**src/sv/midpoint_circle_point_generator_assert.svh**
```systemverilog
// assertion macros for the midpoint circle point generator
// used by the top level only; expects i_clk and i_rst_n in scope
`ifndef MIDPOINT_CIRCLE_POINT_GENERATOR_ASSERT_SVH
`define MIDPOINT_CIRCLE_POINT_GENERATOR_ASSERT_SVH

// same-cycle implication, idle during reset
`define MCPG_ASSERT_IMPLIES(lbl, ante, cons, msg) \
    lbl: assert property (@(posedge i_clk) disable iff (!i_rst_n) (ante) |-> (cons)) \
        else $error(msg);

// next-cycle implication, idle during reset
`define MCPG_ASSERT_NEXT(lbl, ante, cons, msg) \
    lbl: assert property (@(posedge i_clk) disable iff (!i_rst_n) (ante) |=> (cons)) \
        else $error(msg);

`endif

```
**src/sv/mcpg_pkg.sv**
```systemverilog
// shared types and constants of the midpoint circle point generator
// no dependencies
package mcpg_pkg;

    // request kinds carried on the input tuser
    localparam logic REQ_START   = 1'b0;
    localparam logic REQ_ADVANCE = 1'b1;

    // decision term constants of the midpoint rule
    localparam int DT_INIT      = 3;
    localparam int DT_STEP_DOWN = 10;
    localparam int DT_STEP_FLAT = 6;

    // result point fields and mirror count
    localparam int POINT_W    = 16;
    localparam int NUM_POINTS = 8;

    // job queue depth between front and back
    localparam int Q_DEPTH = 2;
    localparam int Q_AW    = $clog2(Q_DEPTH);

    typedef struct packed {
        logic [POINT_W-1:0] y;
        logic [POINT_W-1:0] x;
    } t_point;

    typedef struct packed {
        logic full;
        logic empty;
    } t_q_status;

endpackage

```
**src/sv/mcpg_front.sv**
```systemverilog
// front end: accepts requests, keeps the circle state and steps the midpoint rule
// depends on mcpg_pkg; pushes one job per producing request into mcpg_queue
module mcpg_front
    import mcpg_pkg::*;
#(
    parameter int COORD_BITS  = 15,
    parameter int RADIUS_BITS = 10,
    parameter int JOB_W       = 2 * COORD_BITS + 2 * (RADIUS_BITS + 1) + 1
) (
    input  logic                   i_clk,
    input  logic                   i_rst_n,
    input  logic                   i_valid,
    output logic                   o_ready,
    input  logic                   i_req_type,
    input  logic [COORD_BITS-1:0]  i_center_x,
    input  logic [COORD_BITS-1:0]  i_center_y,
    input  logic [RADIUS_BITS-1:0] i_radius,
    input  t_q_status              i_q_status,
    output logic                   o_push,
    output logic [JOB_W-1:0]       o_job
);

    localparam int OW = RADIUS_BITS + 1;
    localparam int DW = RADIUS_BITS + 4;

    logic [COORD_BITS-1:0] r_cx, n_cx;
    logic [COORD_BITS-1:0] r_cy, n_cy;
    logic [OW-1:0]         r_x, n_x;
    logic [OW-1:0]         r_y, n_y;
    logic signed [DW-1:0]  r_d, n_d;
    logic                  r_active, n_active;

    logic                  w_accept;
    logic                  w_end;
    logic [OW-1:0]         w_x1;
    logic [OW-1:0]         w_y1;
    logic signed [OW:0]    w_diff;
    logic signed [DW-1:0]  w_r_ext;

    assign o_ready  = !i_q_status.full;
    assign w_accept = i_valid && o_ready;

    always_comb begin
        n_cx     = r_cx;
        n_cy     = r_cy;
        n_x      = r_x;
        n_y      = r_y;
        n_d      = r_d;
        n_active = r_active;
        o_push   = 1'b0;
        w_end    = 1'b0;
        w_x1     = r_x + OW'(1);
        w_y1     = r_y;
        w_diff   = '0;
        w_r_ext  = signed'(DW'(i_radius));
        if (w_accept) begin
            if (i_req_type == REQ_START) begin
                n_cx     = i_center_x;
                n_cy     = i_center_y;
                n_x      = '0;
                n_y      = OW'(i_radius);
                n_d      = DW'(DT_INIT) - (w_r_ext <<< 1);
                w_end    = (i_radius == '0);
                n_active = !w_end;
                o_push   = 1'b1;
            end else if (r_active) begin
                if (r_d > 0) begin
                    w_y1   = r_y - OW'(1);
                    w_diff = signed'({1'b0, w_x1}) - signed'({1'b0, w_y1});
                    n_d    = r_d + (DW'(w_diff) <<< 2) + DW'(DT_STEP_DOWN);
                end else begin
                    n_d    = r_d + (signed'(DW'(w_x1)) <<< 2) + DW'(DT_STEP_FLAT);
                end
                n_x      = w_x1;
                n_y      = w_y1;
                w_end    = (w_y1 < w_x1);
                n_active = !w_end;
                o_push   = 1'b1;
            end
        end
    end

    assign o_job = {w_end, n_y, n_x, n_cy, n_cx};

    always_ff @(posedge i_clk) begin
        if (!i_rst_n) begin
            r_active <= 1'b0;
        end else begin
            r_active <= n_active;
        end
    end

    always_ff @(posedge i_clk) begin
        r_cx <= n_cx;
        r_cy <= n_cy;
        r_x  <= n_x;
        r_y  <= n_y;
        r_d  <= n_d;
    end

endmodule

```
**src/sv/mcpg_queue.sv**
```systemverilog
// short job queue that decouples the front end from the point emitter
// depends on mcpg_pkg for its depth and status type
module mcpg_queue
    import mcpg_pkg::*;
#(
    parameter int WIDTH = 55
) (
    input  logic             i_clk,
    input  logic             i_rst_n,
    input  logic             i_push,
    input  logic [WIDTH-1:0] i_data,
    input  logic             i_pop,
    output logic [WIDTH-1:0] o_data,
    output t_q_status        o_status
);

    logic [WIDTH-1:0] r_mem [Q_DEPTH];
    logic [Q_AW-1:0]  r_wr_ptr;
    logic [Q_AW-1:0]  r_rd_ptr;
    logic [Q_AW:0]    r_count;
    logic             w_wr;
    logic             w_rd;

    assign o_status.full  = (r_count == (Q_AW + 1)'(Q_DEPTH));
    assign o_status.empty = (r_count == '0);
    assign w_wr   = i_push && !o_status.full;
    assign w_rd   = i_pop && !o_status.empty;
    assign o_data = r_mem[r_rd_ptr];

    always_ff @(posedge i_clk) begin
        if (!i_rst_n) begin
            r_wr_ptr <= '0;
            r_rd_ptr <= '0;
            r_count  <= '0;
        end else begin
            if (w_wr) begin
                r_wr_ptr <= r_wr_ptr + Q_AW'(1);
            end
            if (w_rd) begin
                r_rd_ptr <= r_rd_ptr + Q_AW'(1);
            end
            if (w_wr && !w_rd) begin
                r_count <= r_count + (Q_AW + 1)'(1);
            end else if (w_rd && !w_wr) begin
                r_count <= r_count - (Q_AW + 1)'(1);
            end
        end
    end

    always_ff @(posedge i_clk) begin
        if (w_wr) begin
            r_mem[r_wr_ptr] <= i_data;
        end
    end

endmodule

```
**src/sv/mcpg_back.sv**
```systemverilog
// back end: expands one job into its mirrored points, one point per cycle
// while the output is not stalled; depends on mcpg_pkg; drives the registered result stream
module mcpg_back
    import mcpg_pkg::*;
#(
    parameter int COORD_BITS  = 15,
    parameter int RADIUS_BITS = 10,
    parameter int JOB_W       = 2 * COORD_BITS + 2 * (RADIUS_BITS + 1) + 1
) (
    input  logic             i_clk,
    input  logic             i_rst_n,
    input  logic [JOB_W-1:0] i_job,
    input  t_q_status        i_q_status,
    output logic             o_pop,
    output logic             o_valid,
    input  logic             i_ready,
    output t_point           o_point,
    output logic             o_last,
    output logic             o_end
);

    localparam int OW = RADIUS_BITS + 1;
    localparam int CW = ((COORD_BITS > OW) ? COORD_BITS : OW) + 2;

    logic [COORD_BITS-1:0] w_cx, w_cy;
    logic [OW-1:0]         w_ox, w_oy;
    logic                  w_jend;
    logic signed [CW-1:0]  w_cxs, w_cys, w_oxs, w_oys;
    logic signed [CW-1:0]  w_cx_mx, w_cx_my, w_cy_mx, w_cy_my;
    logic                  w_a, w_b, w_c, w_d;
    logic [NUM_POINTS-1:0] w_mask;

    // mirrored sums of the job being expanded
    logic [POINT_W-1:0]    r_cx_px, r_cx_mx, r_cx_py, r_cx_my;
    logic [POINT_W-1:0]    r_cy_px, r_cy_mx, r_cy_py, r_cy_my;
    logic                  r_jend;
    logic [NUM_POINTS-1:0] r_mask;
    logic                  r_busy;

    logic                  r_out_valid;
    t_point                r_point;
    logic                  r_last;
    logic                  r_end;

    t_point                w_pts [NUM_POINTS];
    t_point                w_sel;
    logic [NUM_POINTS-1:0] w_first;
    logic [NUM_POINTS-1:0] w_rest;
    logic                  w_out_adv;
    logic                  w_emit;
    logic                  w_finish;

    assign {w_jend, w_oy, w_ox, w_cy, w_cx} = i_job;

    assign w_cxs   = signed'(CW'(w_cx));
    assign w_cys   = signed'(CW'(w_cy));
    assign w_oxs   = signed'(CW'(w_ox));
    assign w_oys   = signed'(CW'(w_oy));
    assign w_cx_mx = w_cxs - w_oxs;
    assign w_cx_my = w_cxs - w_oys;
    assign w_cy_mx = w_cys - w_oxs;
    assign w_cy_my = w_cys - w_oys;
    assign w_a     = w_cx_mx > 0;
    assign w_b     = w_cy_my > 0;
    assign w_c     = w_cy_mx > 0;
    assign w_d     = w_cx_my > 0;
    assign w_mask  = {w_d, w_b, w_c && w_d, w_c, w_a && w_b, w_a, 1'b1, 1'b1};

    always_comb begin
        w_pts[0] = '{x: r_cx_px, y: r_cy_py};
        w_pts[1] = '{x: r_cx_py, y: r_cy_px};
        w_pts[2] = '{x: r_cx_mx, y: r_cy_py};
        w_pts[3] = '{x: r_cx_mx, y: r_cy_my};
        w_pts[4] = '{x: r_cx_py, y: r_cy_mx};
        w_pts[5] = '{x: r_cx_my, y: r_cy_mx};
        w_pts[6] = '{x: r_cx_px, y: r_cy_my};
        w_pts[7] = '{x: r_cx_my, y: r_cy_px};
    end

    assign w_first = r_mask & (~r_mask + NUM_POINTS'(1));
    assign w_rest  = r_mask & ~w_first;

    always_comb begin
        w_sel = '0;
        for (int k = 0; k < NUM_POINTS; k++) begin
            w_sel = w_sel | (w_pts[k] & {(2 * POINT_W){w_first[k]}});
        end
    end

    assign w_out_adv = !r_out_valid || i_ready;
    assign w_emit    = r_busy && w_out_adv;
    assign w_finish  = w_emit && (w_rest == '0);
    assign o_pop     = (!r_busy || w_finish) && !i_q_status.empty;

    always_ff @(posedge i_clk) begin
        if (!i_rst_n) begin
            r_busy      <= 1'b0;
            r_out_valid <= 1'b0;
        end else begin
            if (o_pop) begin
                r_busy <= 1'b1;
            end else if (w_finish) begin
                r_busy <= 1'b0;
            end
            if (w_out_adv) begin
                r_out_valid <= r_busy;
            end
        end
    end

    always_ff @(posedge i_clk) begin
        if (o_pop) begin
            r_cx_px <= POINT_W'(w_cxs + w_oxs);
            r_cx_mx <= POINT_W'(w_cx_mx);
            r_cx_py <= POINT_W'(w_cxs + w_oys);
            r_cx_my <= POINT_W'(w_cx_my);
            r_cy_px <= POINT_W'(w_cys + w_oxs);
            r_cy_mx <= POINT_W'(w_cy_mx);
            r_cy_py <= POINT_W'(w_cys + w_oys);
            r_cy_my <= POINT_W'(w_cy_my);
            r_jend  <= w_jend;
            r_mask  <= w_mask;
        end else if (w_emit) begin
            r_mask  <= w_rest;
        end
        if (w_emit) begin
            r_point <= w_sel;
            r_last  <= (w_rest == '0);
            r_end   <= (w_rest == '0) && r_jend;
        end
    end

    assign o_valid = r_out_valid;
    assign o_point = r_point;
    assign o_last  = r_last;
    assign o_end   = r_end;

endmodule

```
**src/sv/midpoint_circle_point_generator.sv**
```systemverilog
// midpoint circle point generator: front end, job queue and point emitter
// path: job queue entry, emitter job registers, then the output point register
// throughput: one point per cycle while the output is not stalled; a job yields 2 to 8
//   mirrored points; the front takes a request per cycle while the queue has room
// reset: synchronous active-low i_rst_n clears tracing, the queue and the output stage
// depends on mcpg_pkg, mcpg_front, mcpg_queue, mcpg_back and the assertion macro header
`include "midpoint_circle_point_generator_assert.svh"

module midpoint_circle_point_generator
    import mcpg_pkg::*;
#(
    parameter int COORD_BITS  = 15,
    parameter int RADIUS_BITS = 10
) (
    input  logic                 i_clk,
    input  logic                 i_rst_n,
    // request stream
    input  logic                 i_s_axis_tvalid,
    output logic                 o_s_axis_tready,
    // tdata from bit 0: center_x, center_y, radius, zero fill to whole bytes
    input  logic [((2 * COORD_BITS + RADIUS_BITS + 7) / 8) * 8 - 1:0] i_s_axis_tdata,
    // tuser: req_type
    input  logic                 i_s_axis_tuser,
    // point stream
    output logic                 o_m_axis_tvalid,
    input  logic                 i_m_axis_tready,
    // tdata from bit 0: point_x, point_y
    output logic [2*POINT_W-1:0] o_m_axis_tdata,
    // tlast: last_of_item
    output logic                 o_m_axis_tlast,
    // tuser: circle_end
    output logic                 o_m_axis_tuser
);

    // job word: center x, center y, offset x, offset y, end flag
    localparam int JOB_W = 2 * COORD_BITS + 2 * (RADIUS_BITS + 1) + 1;

    logic [COORD_BITS-1:0]  w_center_x;
    logic [COORD_BITS-1:0]  w_center_y;
    logic [RADIUS_BITS-1:0] w_radius;

    logic                   w_push;
    logic                   w_pop;
    logic [JOB_W-1:0]       w_job_in;
    logic [JOB_W-1:0]       w_job_out;
    t_q_status              w_q;
    t_point                 w_point;

    // unpack the request fields
    assign w_center_x = i_s_axis_tdata[COORD_BITS-1:0];
    assign w_center_y = i_s_axis_tdata[2*COORD_BITS-1:COORD_BITS];
    assign w_radius   = i_s_axis_tdata[2*COORD_BITS+RADIUS_BITS-1:2*COORD_BITS];

    // front end starts a trace, or steps the midpoint rule once per taken step request while tracing
    mcpg_front #(
        .COORD_BITS  (COORD_BITS),
        .RADIUS_BITS (RADIUS_BITS),
        .JOB_W       (JOB_W)
    ) u_front (
        .i_clk      (i_clk),
        .i_rst_n    (i_rst_n),
        .i_valid    (i_s_axis_tvalid),
        .o_ready    (o_s_axis_tready),
        .i_req_type (i_s_axis_tuser),
        .i_center_x (w_center_x),
        .i_center_y (w_center_y),
        .i_radius   (w_radius),
        .i_q_status (w_q),
        .o_push     (w_push),
        .o_job      (w_job_in)
    );

    // jobs wait here while the emitter is still expanding earlier ones
    mcpg_queue #(
        .WIDTH (JOB_W)
    ) u_queue (
        .i_clk    (i_clk),
        .i_rst_n  (i_rst_n),
        .i_push   (w_push),
        .i_data   (w_job_in),
        .i_pop    (w_pop),
        .o_data   (w_job_out),
        .o_status (w_q)
    );

    // emitter walks the point mask, one point per transaction
    mcpg_back #(
        .COORD_BITS  (COORD_BITS),
        .RADIUS_BITS (RADIUS_BITS),
        .JOB_W       (JOB_W)
    ) u_back (
        .i_clk      (i_clk),
        .i_rst_n    (i_rst_n),
        .i_job      (w_job_out),
        .i_q_status (w_q),
        .o_pop      (w_pop),
        .o_valid    (o_m_axis_tvalid),
        .i_ready    (i_m_axis_tready),
        .o_point    (w_point),
        .o_last     (o_m_axis_tlast),
        .o_end      (o_m_axis_tuser)
    );

    assign o_m_axis_tdata = w_point;

    // the end of a circle is always the last point of its request
    `MCPG_ASSERT_IMPLIES(a_end_is_last, o_m_axis_tvalid && o_m_axis_tuser, o_m_axis_tlast, "circle end without last")
    // the emitter only takes a job that is there
    `MCPG_ASSERT_IMPLIES(a_pop_not_empty, w_pop, !w_q.empty, "pop from empty job queue")
    // the front never loses a job to a full queue
    `MCPG_ASSERT_IMPLIES(a_push_not_full, w_push, !w_q.full, "push into full job queue")
    // a job pushed into an empty queue is visible next cycle
    `MCPG_ASSERT_NEXT(a_push_lands, w_push && w_q.empty, !w_q.empty, "pushed job missing")

endmodule

```
**config.mk**
```make
export PLATFORM = sky130hd
export DESIGN_NAME = midpoint_circle_point_generator
export DESIGN_NICKNAME = d
export VERILOG_FILES = /design/src/sv/mcpg_pkg.sv /design/src/sv/mcpg_front.sv /design/src/sv/mcpg_queue.sv /design/src/sv/mcpg_back.sv /design/src/sv/midpoint_circle_point_generator.sv
export VERILOG_INCLUDE_DIRS = /design/src /design/src/sv
export SDC_FILE = /design/constraint.sdc
export NUM_CORES = 1
export LEC_CHECK = 0
export ABC_CLOCK_PERIOD_IN_PS = 6500
export BUFFER_PORTS_ARGS = -buffer_cell sky130_fd_sc_hd__buf_2
export CORE_MARGIN = 1
export CORE_UTILIZATION = 40
export DETAILED_ROUTE_END_ITERATION = 16
export GPL_TIMING_DRIVEN = 0
export PLACE_DENSITY = 0.62
export SLEW_MARGIN = 20
export SYNTH_ARGS = -nofsm -noshare
export SYNTH_HDL_FRONTEND = slang
export SYNTH_SLANG_ARGS = --single-unit
```
**constraint.sdc**
```tcl
create_clock -name i_clk -period 6.5 [get_ports i_clk]
set_clock_uncertainty 0.1 [all_clocks]
set_input_delay 0 -clock i_clk [delete_from_list [all_inputs] [get_ports i_clk]]
set_output_delay 0 -clock i_clk [all_outputs]
set_load 0.01 [all_outputs]
```
==> impl_metrics.tcl <==
set metrics [dict create \
    yosysSeqAreaShare_pct 48.43 \
    dp_hpwl_um 39670 \
    ys_async_sr_fraction_pct 0 \
    period_needed_ps 5991 \
    avgRoutedWirePerCell_um 18.88 \
    fill_cells 4535 \
    max_freq_mhz 166.9 \
    yosysTopAreaCell "edfxtp_1" \
    dr.pass1.iters 6 \
    drive_above_1_share_pct 10.02 \
    ys_ff_latch 346 \
    layout.nets 2281 \
    setup_violations 0 \
    fin_ws_ps 509.3 \
    synth_most_common_cell "edfxtp_1" \
    hold_violations 0 \
    syn_area_per_cell_um2 10.63 \
    arrival_ps 6190 \
    netlist_area_um2 20170 \
    cts_tree "yes" \
    ff2ff_setup_slack_ps 510 \
    worstSetupEndpointType "flip-flop" \
    ir_drop_mv 0.5482 \
    pin_count 81 \
    final_antenna_net_count 0 \
    worst_slew_pin_slew_ps 1021 \
    antenna_found_initial 1 \
    netlist_top_cells_count "edfxtp_1 (284), nand2_1 (236), ha_1 (158)" \
    max-clock-path-buffers 3 \
    critical_path.max_stage_delay_ps 680 \
    place_ws_ps 375.1 \
    ys_types 82 \
    slowest_stage "mux2i_1" \
    crit_path_max_fanout 10 \
    p_leak_nw 9.163 \
    final.period_utilization_pct 92.16 \
    viasPerCell 5.415 \
    clock_latency_ps 550 \
    critPathKind "reg -> reg" \
    placementRows 81 \
    crit_chain "buf_2, buf_2, clkbuf_1, buf_1, mux2i_1, inv_1, fa_1, nor2b_1, o31a_1, o32ai_1, xor2_1, o2111ai_1, nor4b_1, a31oi_1, a32o_1" \
    grt_pass1_vias 14600 \
    seq_area_um2 9769 \
    synth_largest_type_area_fraction_pct 42.28 \
    dieArea_um2 51330 \
    drt-initial-drc-count 1210 \
    drv_cap 0 \
    synth_edf_count 284 \
    worst-path-buf-inv 5 \
    multi_input_area_um2 9659 \
    clkTransAtPathRegs_ps 60 \
    status "finished, final reports clean" \
    grt_use_total_pct 20.57 \
    cts_buffers 39 \
    rsz0062_at_grt "false" \
    critical_path_required_ps 6700 \
    grt_start_max_net_pins 84 \
    root_buffer "clkbuf_16" \
    area_growth_pct 15.28 \
    grt_overflow_total 0 \
    synth_ff_type "edfxtp_1" \
    initial_utilization_pct 40.87 \
    grt_first_pass_wirelength_um 80730 \
    holdCritPathClass "in -> reg" \
    dieWidth_um 226.6 \
    htreeDepth 2 \
    yosys_warnings 0 \
    design_power_total_mw 13.91 \
    io_buffers 79 \
    drcViolationCount 0 \
    routabilityCongestion 0.9331 \
    die_h_um 226.6 \
    synth_cells 1897 \
    slew_headroom_pct 29.99 \
    synth_area_leaders "edfxtp_1 (42%), ha_1 (9.8%), dfxtp_1 (6.2%), nand2_1 (4.4%), xnor2_1 (4.0%)" \
    core_area_um2 49360 \
    slew_viol_final 0 \
    synth_fp_nets 2111 \
    powerDensity_nw_per_um2 598.2 \
    routed_wl_um 52130 \
    worst_path_most_repeated_cell "buf_2" \
    cts_sinks 346 \
    num_vias 14950 \
    crit_family "buffers and inverters" \
    start_kind "flip-flop" \
]
## registers in the layout, summed over array words and instances (netlist names), 2 cells and up, named ones only
signal           cells
u_front.r_y         11
u_back.r_cx_px      15
u_front.r_cx        15
u_front.r_x         11
u_back.r_cx_py      15
u_back.r_cx_my      16
u_back.o_point      32
u_back.r_cy_my      16
u_queue.r_count      2
u_back.r_cy_mx      16
u_back.r_cy_py      15
u_back.r_cx_mx      16
u_front.r_cy        15
u_back.r_mask        8
u_back.r_cy_px      15
u_queue.r_mem      106
u_front.r_d         13
## cell type report
cell class                      count  area share, %
Buffer                             75          1.291
Timing Repair Buffer              129          4.218
Tap cell                          664          3.572
Clock buffer                       57          4.804
Clock inverter                     13         0.5542
Multi-Input combinational cell   1353          41.53
Inverter                          123          2.007
Antenna cell                        1        0.01076
Sequential cell                   346          42.01
## cells in the final DEF, fill, tap and decap left out, types with 11 or more instances in the layout
cell type and n:
edfxtp_1 284, fa_1 11, a31oi_1 12, clkbuf_1 78
nor2b_1 31, mux2i_1 37, dlygate4sd3_1 44, dfxtp_1 62
nand3_1 33, nor3_1 44, mux2_2 30, inv_1 121
a22oi_1 12, clkbuf_16 42, xnor2_1 92, nor4_1 21
and3_1 13, buf_2 82, o21bai_1 22, a21o_1 25
nor2_1 115, xor2_1 49, a222oi_1 30, a211oi_1 16
o21a_1 17, o21ai_0 63, nand2_1 236, o22ai_1 13
a21oi_1 82, nand2b_1 20, or3_1 14, ha_1 158
## final timing paths
path,startpoint,to,depth (start not counted)
hold reg to reg,u_front.r_cy[10]$_DFF_P_,u_front.r_cy[10]$_DFF_P_,2
setup / recovery,flip-flop,u_back.r_mask[5]$_DFFE_PP_,15
setup reg to reg,flip-flop,u_back.r_mask[5]$_DFFE_PP_,15
hold / removal,i_s_axis_tvalid,u_front.r_x[6]$_DFF_P_,5
## layer usage
layer	global-route usage [%]	share of wire, %	vias to the layer above
met2	34.04	47	471
met3	2.864	6.1	97
met4	9.459	4.1	0
met5	0	0	-
li1	-	-	7272
met1	26.62	43	7112
## tightest hold or removal path, cell delays in order
cell and delay, ps:
buf_2 100, nand2_1 200, nor3_1 80, a21oi_1 100, o21ai_0 130
## through the flow
stage                     setup TNS (ps)  hold WS, ps  util (%)  std cells  instance area [um2]
after global routing                   0        113.5     47.11       2760                23250
after global placement            -968.0        127.6     43.36       2640                21400
final                                  0        43.47     47.12       2761                23260
after detailed placement               0        142.5     43.69       2646                21560
after floorplan                        0        30.16         -       1897                20170
after CTS                              0        11.67     47.11       2760                23250
## cells by family (layout without fill, tap and decap cells)
kind of cell,Yosys count,count (layout),share of synthesized area (%)
AND/OR/NAND/NOR,575,575,13.20
AO/OA/AOI/OAI,395,395,13.72
flip-flops,346,346,48.43
buffers and inverters,198,397,3.777
adder cells (fa/ha/maj),171,171,11.00
XOR/XNOR,141,141,6.122
multiplexers,71,71,3.752
other,0,1,0
## report_power, final
| group | total (mW) | switching [mW] | internal, mW |
|---|---|---|---|
| Sequential | 4.01 | 0.265 | 3.75 |
| Clock | 2.15 | 0.877 | 1.28 |
| Combinational | 7.74 | 4.80 | 2.95 |
## timing repair
| item | CTS | global route |
|---|---|---|
| resized for setup | 0 | 1 |
| buffers inserted | 0 | 0 |
| hold buffers | 44 | 0 |
| endpoints found under the setup margin | 0 | 2 |
| endpoints found under the hold margin | 143 | 0 |
Note: power is estimated with default switching activity, not from simulation.
